## src/design/hkre_pkg.sv

```systemverilog
// ============================================================================
// hkre_pkg: shared types and constants for the host key encoder
// Word layouts, configuration register indexes, reset values and the
// character codes used by the key translation.
// ============================================================================
package hkre_pkg;

    // Field widths
    localparam int HOST_CODE_W = 10;
    localparam int RETRO_W     = 7;
    localparam int COUNT_W     = 8;
    localparam int CFG_IDX_W   = 3;

    // Configuration register indexes
    localparam logic [CFG_IDX_W-1:0] CFG_LEFT_ARROW  = 3'd0;
    localparam logic [CFG_IDX_W-1:0] CFG_RIGHT_ARROW = 3'd1;
    localparam logic [CFG_IDX_W-1:0] CFG_TAB         = 3'd2;
    localparam logic [CFG_IDX_W-1:0] CFG_DELETE      = 3'd3;
    localparam logic [CFG_IDX_W-1:0] CFG_REPEAT_KEY  = 3'd4;

    // Configuration reset values
    localparam logic [HOST_CODE_W-1:0] RST_LEFT_ARROW  = 10'd314;
    localparam logic [HOST_CODE_W-1:0] RST_RIGHT_ARROW = 10'd316;
    localparam logic [HOST_CODE_W-1:0] RST_TAB         = 10'd9;
    localparam logic [HOST_CODE_W-1:0] RST_DELETE      = 10'd127;
    localparam logic [HOST_CODE_W-1:0] RST_REPEAT_KEY  = 10'd349;

    // Host code limits
    localparam logic [HOST_CODE_W-1:0] HOST_TYPABLE_END = 10'h07F;

    // Retro codes sent for special keys
    localparam logic [RETRO_W-1:0] RETRO_LEFT     = 7'd8;
    localparam logic [RETRO_W-1:0] RETRO_RIGHT    = 7'd21;
    localparam logic [RETRO_W-1:0] RETRO_CTRL_RBR = 7'd29;
    localparam logic [RETRO_W-1:0] CASE_OFFSET    = 7'd32;
    localparam logic [RETRO_W-1:0] CTRL_OFFSET    = 7'd64;

    // ASCII characters
    localparam logic [RETRO_W-1:0] CH_SPACE     = 7'h20;
    localparam logic [RETRO_W-1:0] CH_BANG      = 7'h21;
    localparam logic [RETRO_W-1:0] CH_DQUOTE    = 7'h22;
    localparam logic [RETRO_W-1:0] CH_HASH      = 7'h23;
    localparam logic [RETRO_W-1:0] CH_DOLLAR    = 7'h24;
    localparam logic [RETRO_W-1:0] CH_PERCENT   = 7'h25;
    localparam logic [RETRO_W-1:0] CH_AMP       = 7'h26;
    localparam logic [RETRO_W-1:0] CH_QUOTE     = 7'h27;
    localparam logic [RETRO_W-1:0] CH_LPAREN    = 7'h28;
    localparam logic [RETRO_W-1:0] CH_RPAREN    = 7'h29;
    localparam logic [RETRO_W-1:0] CH_STAR      = 7'h2A;
    localparam logic [RETRO_W-1:0] CH_PLUS      = 7'h2B;
    localparam logic [RETRO_W-1:0] CH_COMMA     = 7'h2C;
    localparam logic [RETRO_W-1:0] CH_MINUS     = 7'h2D;
    localparam logic [RETRO_W-1:0] CH_PERIOD    = 7'h2E;
    localparam logic [RETRO_W-1:0] CH_SLASH     = 7'h2F;
    localparam logic [RETRO_W-1:0] CH_0         = 7'h30;
    localparam logic [RETRO_W-1:0] CH_1         = 7'h31;
    localparam logic [RETRO_W-1:0] CH_2         = 7'h32;
    localparam logic [RETRO_W-1:0] CH_3         = 7'h33;
    localparam logic [RETRO_W-1:0] CH_4         = 7'h34;
    localparam logic [RETRO_W-1:0] CH_5         = 7'h35;
    localparam logic [RETRO_W-1:0] CH_6         = 7'h36;
    localparam logic [RETRO_W-1:0] CH_7         = 7'h37;
    localparam logic [RETRO_W-1:0] CH_8         = 7'h38;
    localparam logic [RETRO_W-1:0] CH_9         = 7'h39;
    localparam logic [RETRO_W-1:0] CH_COLON     = 7'h3A;
    localparam logic [RETRO_W-1:0] CH_SEMI      = 7'h3B;
    localparam logic [RETRO_W-1:0] CH_LT        = 7'h3C;
    localparam logic [RETRO_W-1:0] CH_EQUAL     = 7'h3D;
    localparam logic [RETRO_W-1:0] CH_GT        = 7'h3E;
    localparam logic [RETRO_W-1:0] CH_QUESTION  = 7'h3F;
    localparam logic [RETRO_W-1:0] CH_AT        = 7'h40;
    localparam logic [RETRO_W-1:0] CH_UPPER_A   = 7'h41;
    localparam logic [RETRO_W-1:0] CH_UPPER_M   = 7'h4D;
    localparam logic [RETRO_W-1:0] CH_UPPER_N   = 7'h4E;
    localparam logic [RETRO_W-1:0] CH_UPPER_P   = 7'h50;
    localparam logic [RETRO_W-1:0] CH_UPPER_Z   = 7'h5A;
    localparam logic [RETRO_W-1:0] CH_LBRACKET  = 7'h5B;
    localparam logic [RETRO_W-1:0] CH_BACKSLASH = 7'h5C;
    localparam logic [RETRO_W-1:0] CH_RBRACKET  = 7'h5D;
    localparam logic [RETRO_W-1:0] CH_CARET     = 7'h5E;
    localparam logic [RETRO_W-1:0] CH_UNDERSCORE = 7'h5F;
    localparam logic [RETRO_W-1:0] CH_BACKTICK  = 7'h60;
    localparam logic [RETRO_W-1:0] CH_LOWER_A   = 7'h61;
    localparam logic [RETRO_W-1:0] CH_LOWER_Z   = 7'h7A;
    localparam logic [RETRO_W-1:0] CH_TILDE     = 7'h7E;
    localparam logic [RETRO_W-1:0] CH_NUL       = 7'h00;

    // Input word: one host key event
    typedef struct packed {
        logic                   mode;
        logic [HOST_CODE_W-1:0] host_code;
        logic                   shift_held;
        logic                   control_held;
        logic                   auto_repeat;
    } hkre_in_t;

    // Output word: one result per event
    typedef struct packed {
        logic               code_valid;
        logic [RETRO_W-1:0] retro_code;
        logic               repeat_press;
        logic               repeat_release;
        logic               repeat_clear;
    } hkre_out_t;

    // Configuration register set
    typedef struct packed {
        logic [HOST_CODE_W-1:0] left_arrow_code;
        logic [HOST_CODE_W-1:0] right_arrow_code;
        logic [HOST_CODE_W-1:0] tab_code;
        logic [HOST_CODE_W-1:0] delete_code;
        logic [HOST_CODE_W-1:0] repeat_key_code;
    } hkre_cfg_t;

    // Translator status handed to the top level
    typedef struct packed {
        logic               accepted;
        logic [RETRO_W-1:0] code;
        logic               counted;
    } hkre_enc_t;

    // Shifted character for digits, punctuation and the letters M, N and P; others keep k
    function automatic logic [RETRO_W-1:0] shift_map(
        input logic [RETRO_W-1:0] c7,
        input logic [RETRO_W-1:0] k
    );
        logic [RETRO_W-1:0] r;
        case (c7)
            CH_BACKTICK: r = CH_TILDE;
            CH_1:        r = CH_BANG;
            CH_2:        r = CH_AT;
            CH_3:        r = CH_HASH;
            CH_4:        r = CH_DOLLAR;
            CH_5:        r = CH_PERCENT;
            CH_6:        r = CH_CARET;
            CH_7:        r = CH_AMP;
            CH_8:        r = CH_STAR;
            CH_9:        r = CH_LPAREN;
            CH_0:        r = CH_RPAREN;
            CH_MINUS:    r = CH_UNDERSCORE;
            CH_EQUAL:    r = CH_PLUS;
            CH_SEMI:     r = CH_COLON;
            CH_QUOTE:    r = CH_DQUOTE;
            CH_COMMA:    r = CH_LT;
            CH_PERIOD:   r = CH_GT;
            CH_SLASH:    r = CH_QUESTION;
            CH_UPPER_M:  r = CH_RBRACKET;
            CH_UPPER_N:  r = CH_CARET;
            CH_UPPER_P:  r = CH_AT;
            default:     r = k;
        endcase
        return r;
    endfunction

endpackage

```

## src/design/hkre_encode.sv

```systemverilog
// ============================================================================
// hkre_encode: host key code translator
// Turns a host key code and its modifiers into a 7-bit retro keyboard
// code, flags rejected keys and tells whether the key counts as held.
// ============================================================================
module hkre_encode
    import hkre_pkg::*;
(
    input  hkre_cfg_t              cfg,
    input  logic [HOST_CODE_W-1:0] host_code,
    input  logic                   shift_held,
    input  logic                   control_held,
    output hkre_enc_t              enc
);

    logic               c_ascii;
    logic [RETRO_W-1:0] c7;
    logic               is_left;
    logic               is_right;
    logic               is_banned;
    logic               is_rbracket;
    logic               is_space;
    logic               is_digit;
    logic [RETRO_W-1:0] k_base;
    logic [RETRO_W-1:0] k_shift;
    logic [RETRO_W-1:0] k_ctrl;
    logic               ctrl_target;

    // Decode the host code
    assign c_ascii     = (host_code[HOST_CODE_W-1:RETRO_W] == '0);
    assign c7          = host_code[RETRO_W-1:0];
    assign is_left     = (host_code == cfg.left_arrow_code);
    assign is_right    = (host_code == cfg.right_arrow_code);
    assign is_rbracket = c_ascii && (c7 == CH_RBRACKET);
    assign is_space    = c_ascii && (c7 == CH_SPACE);
    assign is_digit    = c_ascii && (c7 >= CH_0) && (c7 <= CH_9);
    assign is_banned   = (host_code == cfg.tab_code) || (host_code == cfg.delete_code) ||
                         (c_ascii && ((c7 == CH_BACKTICK) || (c7 == CH_LBRACKET) ||
                                      (c7 == CH_BACKSLASH)));

    // Fold lower case, apply shift, then control
    always_comb
    begin
        k_base = c7;
        if ((c7 >= CH_LOWER_A) && (c7 <= CH_LOWER_Z))
        begin
            k_base = c7 - CASE_OFFSET;
        end
        k_shift = (shift_held && c_ascii) ? shift_map(c7, k_base) : k_base;
        ctrl_target = ((k_shift >= CH_UPPER_A) && (k_shift <= CH_UPPER_Z)) ||
                      (k_shift == CH_RBRACKET) || (k_shift == CH_CARET) ||
                      (k_shift == CH_AT);
        k_ctrl = (control_held && ctrl_target) ? (k_shift - CTRL_OFFSET) : k_shift;
    end

    // Pick the final code and decide acceptance
    always_comb
    begin
        enc.accepted = 1'b1;
        enc.code     = k_ctrl;
        if (is_left)
        begin
            enc.code = RETRO_LEFT;
        end
        else if (is_right)
        begin
            enc.code = RETRO_RIGHT;
        end
        else if (host_code[HOST_CODE_W-1:RETRO_W+1] != '0)
        begin
            enc.accepted = 1'b0;
        end
        else if (shift_held && control_held && is_space)
        begin
            enc.code = CH_SPACE;
        end
        else if (control_held && !shift_held &&
                 (is_digit || is_space || (c_ascii && (c7 == CH_SLASH))))
        begin
            enc.code = c7;
        end
        else if (is_rbracket)
        begin
            if (shift_held)
            begin
                enc.accepted = 1'b0;
            end
            else if (control_held)
            begin
                enc.code = RETRO_CTRL_RBR;
            end
        end
        else if ((k_ctrl == CH_NUL) || is_banned)
        begin
            enc.accepted = 1'b0;
        end

        // Held-key counting uses its own typable rule
        enc.counted = ((host_code < HOST_TYPABLE_END) || is_left || is_right) &&
                      !is_banned && !(is_rbracket && shift_held);
    end

endmodule

```

## src/design/host_key_to_retro_ascii_encoder.sv

```systemverilog
// ============================================================================
// host_key_to_retro_ascii_encoder: host key event to retro keyboard code
// Translates key events, tracks the held-key count and flags the repeat key.
// ============================================================================
// Takes one key event word per cycle while in_stall is low and returns
// exactly one result word per event from the output register. An input
// register captures the event, and the translator and the held-key counter
// update sit between it and the output register. The input register
// advances only when the output register can take its word, so a new
// event is taken every cycle while results keep moving; while a finished
// result is stalled at the output, one more event waits in the input
// register and then the input stalls. The held-key count (0 to 255) is
// updated as each event moves into the output register. Configuration
// writes are taken at any time through the write port and must only be
// issued while no event is in flight.
module host_key_to_retro_ascii_encoder
    import hkre_pkg::*;
(
    input  logic                   clk,
    input  logic                   rst_n,
    input  logic                   in_valid,
    output logic                   in_stall,
    input  hkre_in_t               in_word,
    output logic                   out_valid,
    input  logic                   out_stall,
    output hkre_out_t              out_word,
    input  logic                   cfg_wr_en,
    input  logic [CFG_IDX_W-1:0]   cfg_index,
    input  logic [HOST_CODE_W-1:0] cfg_wdata
);

    hkre_cfg_t          cfg_reg;
    hkre_in_t           s1_word_reg;
    logic               s1_valid_reg;
    hkre_out_t          out_word_reg;
    hkre_out_t          out_word_next;
    logic               out_valid_reg;
    logic [COUNT_W-1:0] held_count_reg;
    logic [COUNT_W-1:0] held_count_next;
    hkre_enc_t          enc;
    logic               out_move;
    logic               s1_move;
    logic               is_repeat;

    // Configuration registers
    always_ff @(posedge clk or negedge rst_n)
    begin
        if (!rst_n)
        begin
            cfg_reg.left_arrow_code  <= RST_LEFT_ARROW;
            cfg_reg.right_arrow_code <= RST_RIGHT_ARROW;
            cfg_reg.tab_code         <= RST_TAB;
            cfg_reg.delete_code      <= RST_DELETE;
            cfg_reg.repeat_key_code  <= RST_REPEAT_KEY;
        end
        else if (cfg_wr_en)
        begin
            case (cfg_index)
                CFG_LEFT_ARROW:  cfg_reg.left_arrow_code  <= cfg_wdata;
                CFG_RIGHT_ARROW: cfg_reg.right_arrow_code <= cfg_wdata;
                CFG_TAB:         cfg_reg.tab_code         <= cfg_wdata;
                CFG_DELETE:      cfg_reg.delete_code      <= cfg_wdata;
                CFG_REPEAT_KEY:  cfg_reg.repeat_key_code  <= cfg_wdata;
                default:         ;
            endcase
        end
    end

    // Stage handshake
    assign out_move = !out_valid_reg || !out_stall;
    assign s1_move  = s1_valid_reg && out_move;
    assign in_stall = s1_valid_reg && !out_move;

    // Hold the accepted event
    always_ff @(posedge clk or negedge rst_n)
    begin
        if (!rst_n)
        begin
            s1_valid_reg <= 1'b0;
        end
        else if (!in_stall)
        begin
            s1_valid_reg <= in_valid;
        end
    end

    always_ff @(posedge clk)
    begin
        if (in_valid && !in_stall)
        begin
            s1_word_reg <= in_word;
        end
    end

    // Translate the held event
    hkre_encode u_encode (
        .cfg          (cfg_reg),
        .host_code    (s1_word_reg.host_code),
        .shift_held   (s1_word_reg.shift_held),
        .control_held (s1_word_reg.control_held),
        .enc          (enc)
    );

    assign is_repeat = (s1_word_reg.host_code == cfg_reg.repeat_key_code);

    // Build the result and the next held count
    always_comb
    begin
        out_word_next   = '0;
        held_count_next = held_count_reg;
        if (!s1_word_reg.mode)
        begin
            if (!s1_word_reg.auto_repeat)
            begin
                if (enc.counted && (held_count_reg != '1))
                begin
                    held_count_next = held_count_reg + 1'b1;
                end
                if (is_repeat)
                begin
                    out_word_next.repeat_press = 1'b1;
                end
                else if (enc.accepted)
                begin
                    out_word_next.code_valid = 1'b1;
                    out_word_next.retro_code = enc.code;
                end
            end
        end
        else
        begin
            if (enc.counted)
            begin
                if (held_count_reg != '0)
                begin
                    held_count_next = held_count_reg - 1'b1;
                end
                out_word_next.repeat_clear = (held_count_next == '0);
            end
            out_word_next.repeat_release = is_repeat;
        end
    end

    // Advance the count and the output register
    always_ff @(posedge clk or negedge rst_n)
    begin
        if (!rst_n)
        begin
            held_count_reg <= '0;
            out_valid_reg  <= 1'b0;
        end
        else if (out_move)
        begin
            out_valid_reg <= s1_valid_reg;
            if (s1_move)
            begin
                held_count_reg <= held_count_next;
            end
        end
    end

    always_ff @(posedge clk)
    begin
        if (s1_move)
        begin
            out_word_reg <= out_word_next;
        end
    end

    assign out_valid = out_valid_reg;
    assign out_word  = out_word_reg;

    // A result never carries both a translated code and a repeat press
    assert property (@(posedge clk) disable iff (!rst_n)
        out_valid_reg |-> !(out_word_reg.code_valid && out_word_reg.repeat_press))
        else $error("code_valid and repeat_press both set");

    // A clear request leaves the count at zero until the next event moves
    assert property (@(posedge clk) disable iff (!rst_n)
        (out_valid_reg && out_word_reg.repeat_clear) |-> (held_count_reg == '0))
        else $error("repeat_clear with nonzero held count");

    // The count only changes when an event moves to the output
    assert property (@(posedge clk) disable iff (!rst_n)
        !s1_move |=> $stable(held_count_reg))
        else $error("held count changed without an event");

    // Press results never carry release-side flags
    assert property (@(posedge clk) disable iff (!rst_n)
        (out_valid_reg && (out_word_reg.code_valid || out_word_reg.repeat_press)) |->
        !(out_word_reg.repeat_release || out_word_reg.repeat_clear))
        else $error("press result carries release flags");

endmodule

```

## config.mk

```make
export PLATFORM = sky130hd
export DESIGN_NAME = host_key_to_retro_ascii_encoder
export DESIGN_NICKNAME = d
export VERILOG_FILES = /design/src/design/hkre_pkg.sv /design/src/design/hkre_encode.sv /design/src/design/host_key_to_retro_ascii_encoder.sv
export SDC_FILE = /design/constraint.sdc
export NUM_CORES = 1
export LEC_CHECK = 0
export ABC_CLOCK_PERIOD_IN_PS = 2600
export BUFFER_PORTS_ARGS = -buffer_cell sky130_fd_sc_hd__buf_2
export CORE_AREA = 3 3 113 115
export DETAILED_ROUTE_END_ITERATION = 8
export DIE_AREA = 0 0 116 118
export SYNTH_ARGS = -nofsm -noshare
export SYNTH_HDL_FRONTEND = slang
export SYNTH_SLANG_ARGS = --single-unit
```

## constraint.sdc

```tcl
create_clock -name clk -period 2.6 [get_ports clk]
set_input_delay 0.26 -clock clk [delete_from_list [all_inputs] [get_ports clk]]
set_output_delay 0.26 -clock clk [all_outputs]
set_load 0.05 [all_outputs]
```

==> impl_metrics.yaml, run 1 <==
floorplanning:
  initial_utilization: 0.4456
  row_count: 40
  die-area_mm2: 0.01369
  die_width_um: 116
  placeableCoreArea_mm2: 0.01191
  io-pin-count: 45
  die_height_um: 118
clocking:
  deepest_level_of_the_cts_h_tree: 3
  max-clock-path-buffers: 2
  tritoncts.num_buffers: 9
  clkTransAtPathRegs_ns: 0.06
  cts_root_buffer: "sky130_fd_sc_hd__clkbuf_16"
  worst_skew_pair.late_latency_ns: 0.35
  tritoncts: "built"
  clock_sink_count: 85
grt:
  grt_overflow_total: 0
  grt_start_max_net_pins: 32
  grt_antenna_before_repair: 0
  grt_first_pass_wirelength_um: 20970
  grt_pass1_vias: 4094
  grt_usage: 0.1967
setup_path:
  critPathCaptureType: "flop"
  crit_path_max_fanout: 7
  r2r_setup_slack_ns: -0.009
  worst-setup-path-type: "reg -> reg"
  required_ns: 2.88
  worstRegToRegCells: 11
  critical_register_to_register_path_endpoint: "held_count_reg[1]$_DFFE_PN0P_"
  r2r_start: "s1_word_reg[7]$_DFFE_PP_"
  timing.critical_path.arrival_ns: 2.89
  startpoint_type: "flop"
synthesis:
  number_of_enable_flip_flop_cells_after_synthesis: 25
  synth.top_cell.area_share: 0.1650
  syn_area_per_cell_um2: 10.66
  synth_cell_type_count: 73
  async_reset_ff_frac: 0.7059
  synthCells: 498
  synth-seq-cells: 85
  synth-seq-area-share: 0.4302
  syn-cell-area_mm2: 0.005308
  post_synth_main_area_contributors: "sky130_fd_sc_hd__dfrtp_1 17%, sky130_fd_sc_hd__edfxtp_1 14%, sky130_fd_sc_hd__dfstp_2 12%"
  postSynthNetCount: 535
  yosys_warnings: 0
  synthFlopType: "sky130_fd_sc_hd__dfrtp_1"
  synth_top_cell_by_area: "sky130_fd_sc_hd__dfrtp_1"
route:
  antenna_violating_nets_post_route: 0
  detail_route.wl_per_cell_um: 17.63
  number_of_drc_markers_in_iteration_0: 247
  num_vias: 4263
  drcViolationCount: 0
  finalWirelength_um: 13440
  detailed_router_iteration_count_before_antenna_repair: 4
  vias_per_cell: 5.594
final_layout:
  antenna_cells: 0
  fin_area_mm2: 0.006847
  syn_to_final_growth_pct: 29.00
  multi_input_comb_area_mm2: 0.003040
  mostFrequentLayoutCells: "75 x sky130_fd_sc_hd__buf_4, 50 x sky130_fd_sc_hd__mux2_2, 45 x sky130_fd_sc_hd__buf_2, 35 x sky130_fd_sc_hd__dfrtp_1, 29 x sky130_fd_sc_hd__xor2_1"
  layout-drive-gt1-share: 0.4472
  ff_latch_area_mm2: 0.002283
  layout.filler_cells: 1035
  layout_commonest_cell: "sky130_fd_sc_hd__buf_4"
  layout.nets: 647
  number_of_flip_flops_under_the_largest_register_name: 50
power_and_ir_drop:
  finalPower_uw: 4679
  ir_worst_vdd_v: 0.0004261
  p_leak_uw: 0.002820
  total_power_divided_by_cell_area_mw_per_mm2: 683.4
run:
  max_cap_violations: 0
status:
  outcome: "complete, but fails checks"
  failed_checks: "negative setup slack"
hold_path:
  hold-path-cell-count: 1
  hold_class: "in -> reg"
  holdPathEnd: "s1_word_reg[4]$_DFFE_PP_"
  timing.hold.worst.start: "in_word[4]"
timing:
  unrepaired_setup_endpoints_after_global_routing: "true"
  min_period_ns: 2.609
  max_slew.worst_pin.slew_ns: 0.8099
  finalHoldViolCount: 0
  finClkSkew_ns: 0.007608
  fin_tns_setup_ns: -0.008684
  worst_slew_margin_rel: 0.4601
  period_utilization: 1.003
  holdWs_ns: 0.08393
  setup-violations-final: 1
  setup_slack_ns: -0.008684
  final-max-slew-violation-count: 0
  fmaxAchievable_mhz: 383.3
place:
  place_congestion: 0.8755
  area_after_detailed_placement_mm2: 0.006080
  post-dp-hpwl_um: 9643
  port-buffer-count: 44
==> Yosys cell counts, drive strengths merged (11+ instances only) <==
cell type  number
a21oi          22
buf            22
clkbuf         11
dfrtp          35
dfstp          25
edfxtp         25
inv            12
mux2           52
nand2          28
nand3          12
nand4          11
nor2           22
nor2b          11
o21ai          18
xnor2          27
xor2           30
==> area by class of cell <==
cell class                 instances  area share
inverter                          12    0.006579
clock inverter                     3    0.006579
timing repair buffer             134      0.1396
tap                              147     0.02686
multi-input combinational        368      0.4441
clock buffer                      13     0.04276
sequential                        85      0.3335
==> where the power goes <==
| group | leakage [uW] | total (uW) | switching [uW] | internal, uW |
|---|---|---|---|---|
| clock | 0.000167 | 1440 | 548 | 892 |
| combinational | 0.00172 | 1300 | 656 | 640 |
| sequential | 0.000928 | 1940 | 241 | 1700 |
==> worst max-delay path: stages, from the launching register on <==
cell and delay [ns]:
sky130_fd_sc_hd__edfxtp_1 0.49, sky130_fd_sc_hd__buf_6 0.19, sky130_fd_sc_hd__buf_6 0.13, sky130_fd_sc_hd__xnor2_2 0.13, sky130_fd_sc_hd__nand4_1 0.14, sky130_fd_sc_hd__nor4_2 0.31
sky130_fd_sc_hd__buf_4 0.19, sky130_fd_sc_hd__nor2b_4 0.04, sky130_fd_sc_hd__a2111oi_4 0.33, sky130_fd_sc_hd__buf_4 0.19, sky130_fd_sc_hd__a21boi_4 0.23, sky130_fd_sc_hd__a2bb2oi_2 0.16
==> timing repair <==
action,CTS,global route
hold buffers,1,0
endpoints found under the hold margin,12,0
pin swaps,0,20
setup endpoints to repair,11,15
setup buffers,4,17
gates resized for setup,4,49
==> per-stage QoR <==
stage	instances	utilization	setup slack [ns]
final	762	0.5748	-0.008684
after global routing	762	0.5748	-0.1640
after CTS	745	0.5432	0.003577
after detailed placement	724	0.5104	-0.03946
after global placement	724	0.5104	-0.02153
after floorplan	498	-	0.1039
==> metal layers <==
layer | global-route usage | part of all wire
met2 | 0.3151 | 0.48
met5 | 0 | 0
met3 | 0.03342 | 0.029
met1 | 0.2643 | 0.46
met4 | 0.07469 | 0.027
==> worst max path at each step <==
stage,startpoint,end,cells past startpoint
floorplan,out_valid$_DFFE_PN0N_,held_count_reg[7]$_DFFE_PN0P_,5
global placement,s1_word_reg[6]$_DFFE_PP_,out_word[6]$_SDFFCE_PP0P_,8
detailed placement,s1_word_reg[6]$_DFFE_PP_,out_word[7]$_SDFFCE_PP0P_,9
CTS,s1_word_reg[6]$_DFFE_PP_,out_word[7]$_SDFFCE_PP0P_,9
global route,s1_word_reg[7]$_DFFE_PP_,held_count_reg[1]$_DFFE_PN0P_,11
finish,s1_word_reg[7]$_DFFE_PP_,held_count_reg[1]$_DFFE_PN0P_,11
==> logic make-up after synthesis <==
| family | Yosys count | synth area share |
|---|---|---|
| compound gates | 94 | 0.1351 |
| mux | 57 | 0.1205 |
| flops | 85 | 0.4302 |
| buf+inv | 45 | 0.04007 |
| xor+xnor | 57 | 0.09406 |
| simple gates | 155 | 0.1683 |
| fa+ha+maj | 5 | 0.01179 |
Note: power is estimated with default switching activity, not from simulation.
==> run 2: changes to the inputs <==
ABC_CLOCK_PERIOD_IN_PS = 2200   (was 2600)
clock period = 2.2 ns   (was 2.6 ns; I/O delays follow)
==> impl_metrics.yaml, run 2 (synthesized netlist as in run 1, its figures left out) <==
final_layout:
  multi_input_comb_area_mm2: 0.003053
  fin_area_mm2: 0.006962
  final_standard_cell_utilization_of_the_core: 0.5845
  layout.nets: 675
  syn_to_final_growth_pct: 31.16
  layout_commonest_cell: "sky130_fd_sc_hd__buf_4"
  ff_latch_area_mm2: 0.002283
  post_layout_nonfiller_instances: 790
  antenna_cells: 0
  layout-drive-gt1-share: 0.4697
  number_of_flip_flops_under_the_largest_register_name: 50
  layout.filler_cells: 1040
  mostFrequentLayoutCells: "109 x sky130_fd_sc_hd__buf_4, 50 x sky130_fd_sc_hd__mux2_2, 46 x sky130_fd_sc_hd__buf_2, 35 x sky130_fd_sc_hd__dfrtp_1, 29 x sky130_fd_sc_hd__xor2_1"
hold_path:
  hold-path-cell-count: 1
  timing.hold.worst.start: "in_word[8]"
  hold_class: "in -> reg"
route:
  vias_per_cell: 5.527
  detailed_router_iteration_count_before_antenna_repair: 4
  num_vias: 4366
  detail_route.wl_per_cell_um: 17.54
  finalWirelength_um: 13860
  antenna_violating_nets_post_route: 0
  number_of_drc_markers_in_iteration_0: 180
  drcViolationCount: 0
clocking:
  cts_root_buffer: "sky130_fd_sc_hd__clkbuf_16"
  worst_skew_pair.late_latency_ns: 0.35
  max-clock-path-buffers: 2
  clkTransAtPathRegs_ns: 0.06
  tritoncts.num_buffers: 9
  deepest_level_of_the_cts_h_tree: 3
  tritoncts: "built"
  clock_sink_count: 85
setup_path:
  critical_register_to_register_path_endpoint: "out_word[10]$_SDFFCE_PP0P_"
  crit_path_max_fanout: 6
  required_ns: 2.40
  worstRegToRegCells: 9
  timing.critical_path.arrival_ns: 2.77
  critPathCapture: "out_word[10]$_SDFFCE_PP0P_"
  r2r_setup_slack_ns: -0.37
  startpoint_type: "flop"
  worst-setup-path-type: "reg -> reg"
  critPathCaptureType: "flop"
  r2r_start: "s1_word_reg[7]$_DFFE_PP_"
  crit_start: "s1_word_reg[7]$_DFFE_PP_"
timing:
  setup_slack_ns: -0.3702
  fmaxAchievable_mhz: 389.1
  max_slew.worst_pin.slew_ns: 0.6030
  final-max-slew-violation-count: 0
  period_utilization: 1.168
  min_period_ns: 2.570
  unrepaired_setup_endpoints_after_global_routing: "true"
  setup-violations-final: 17
  finClkSkew_ns: 0.005660
  worst_slew_margin_rel: 0.5969
  finalHoldViolCount: 0
  fin_tns_setup_ns: -4.181
floorplanning:
  die_width_um: 116
  placeableCoreArea_mm2: 0.01191
  die_height_um: 118
  die-area_mm2: 0.01369
  initial_utilization: 0.4456
  row_count: 40
  io-pin-count: 45
power_and_ir_drop:
  power.share.switching: 0.3231
  pwr-share-comb: 0.325
  clockPowerShare: 0.258
  total_power_divided_by_cell_area_mw_per_mm2: 779.1
  switchingPower_uw: 1752
  p_int_uw: 3671
  ir_worst_vdd_v: 0.0005571
  p_leak_uw: 0.002871
  share_seq_of_total_power: 0.417
place:
  placed_cells: 760
  post-dp-hpwl_um: 10240
  port-buffer-count: 44
  area_after_detailed_placement_mm2: 0.006370
  place_congestion: 0.9479
grt:
  grt_start_max_net_pins: 61
  grt_first_pass_wirelength_um: 22580
  grt_antenna_before_repair: 0
  grt_pass1_vias: 4421
  grt_usage: 0.2100
  grt_overflow_total: 0
status:
  failed_checks: "negative setup slack"
  outcome: "complete, but fails checks"
run:
  max_cap_violations: 0
## run 2: cell count changes in the layout (fill, tap and decap cells not counted), moves of 3 or more
cell,change
sky130_fd_sc_hd__a21oi_1,+5
sky130_fd_sc_hd__a21boi_2,+3
sky130_fd_sc_hd__buf_6,-5
sky130_fd_sc_hd__clkbuf_1,+3
sky130_fd_sc_hd__o21ai_0,-3
sky130_fd_sc_hd__a21oi_2,-5
sky130_fd_sc_hd__buf_4,+34
sky130_fd_sc_hd__xnor2_1,+3
sky130_fd_sc_hd__xnor2_2,-3
## run 2: what timing repair did
action | CTS | global route
gates cloned | 1 | 0
resized for setup | 30 | 19
setup buffers | 7 | 5
pin swaps | 19 | 9
hold buffers | 1 | 0
hold endpoints to repair | 35 | 0
endpoints found under the setup margin | 17 | 17
## run 2: final cells by class
cell class | instances | share of cell area
Multi-Input combinational cell | 368 | 0.4385
Sequential cell | 85 | 0.3280
Timing Repair Buffer | 162 | 0.1630
Clock buffer | 13 | 0.03451
Tap cell | 147 | 0.02642
Inverter | 12 | 0.006470
Clock inverter | 3 | 0.003055
## run 2: through the flow
step	hold WS (ns)	setup slack, ns	total power, uW
2_1_floorplan	-0.07559	-0.2480	3298
3_3_place_gp	0.2457	-0.4061	3856
3_5_place_dp	0.2479	-0.4546	3904
4_1_cts	0.03689	-0.3505	5382
5_1_grt	0.03808	-0.4722	5722
6_report	0.04755	-0.3702	5424
## run 2: how the worst min path moves through the flow
stage,end,slack (ns)
floorplan,cfg_reg[17]$_DFFE_PN0P_,-0.08
global placement,held_count_reg[4]$_DFFE_PN0P_,0.25
detailed placement,held_count_reg[5]$_DFFE_PN0P_,0.25
CTS,s1_word_reg[8]$_DFFE_PP_,0.04
global route,s1_word_reg[11]$_DFFE_PP_,0.04
finish,s1_word_reg[8]$_DFFE_PP_,0.05
## run 2: power by group through the flow
| stage | clock network (uW) | logic (uW) | registers (uW) |
|---|---|---|---|
| after floorplan | 0 | 1030 | 2270 |
| after global placement | 0 | 1600 | 2260 |
| after detailed placement | 0 | 1630 | 2280 |
| after CTS | 1440 | 1690 | 2250 |
| after global routing | 1490 | 1920 | 2310 |
| final | 1400 | 1760 | 2260 |
## run 2: worst max-delay path: stages, from the launching register on
cell and delay [ns]:
sky130_fd_sc_hd__edfxtp_1 0.47, sky130_fd_sc_hd__buf_4 0.18, sky130_fd_sc_hd__or3b_2 0.19, sky130_fd_sc_hd__a211oi_2 0.07, sky130_fd_sc_hd__a211o_2 0.35, sky130_fd_sc_hd__o311ai_4 0.33, sky130_fd_sc_hd__buf_4 0.18, sky130_fd_sc_hd__mux2_4 0.30
sky130_fd_sc_hd__a41o_1 0.20, sky130_fd_sc_hd__a31oi_1 0.16
## run 2: per-layer routing
metal / global-route usage / part of all wire / vias up
li1: - / - / 2105
met1: 0.2705 / 0.44 / 2155
met2: 0.3478 / 0.51 / 75
met3: 0.04267 / 0.029 / 31
met4: 0.07252 / 0.029 / 0
met5: 0 / 0 / -
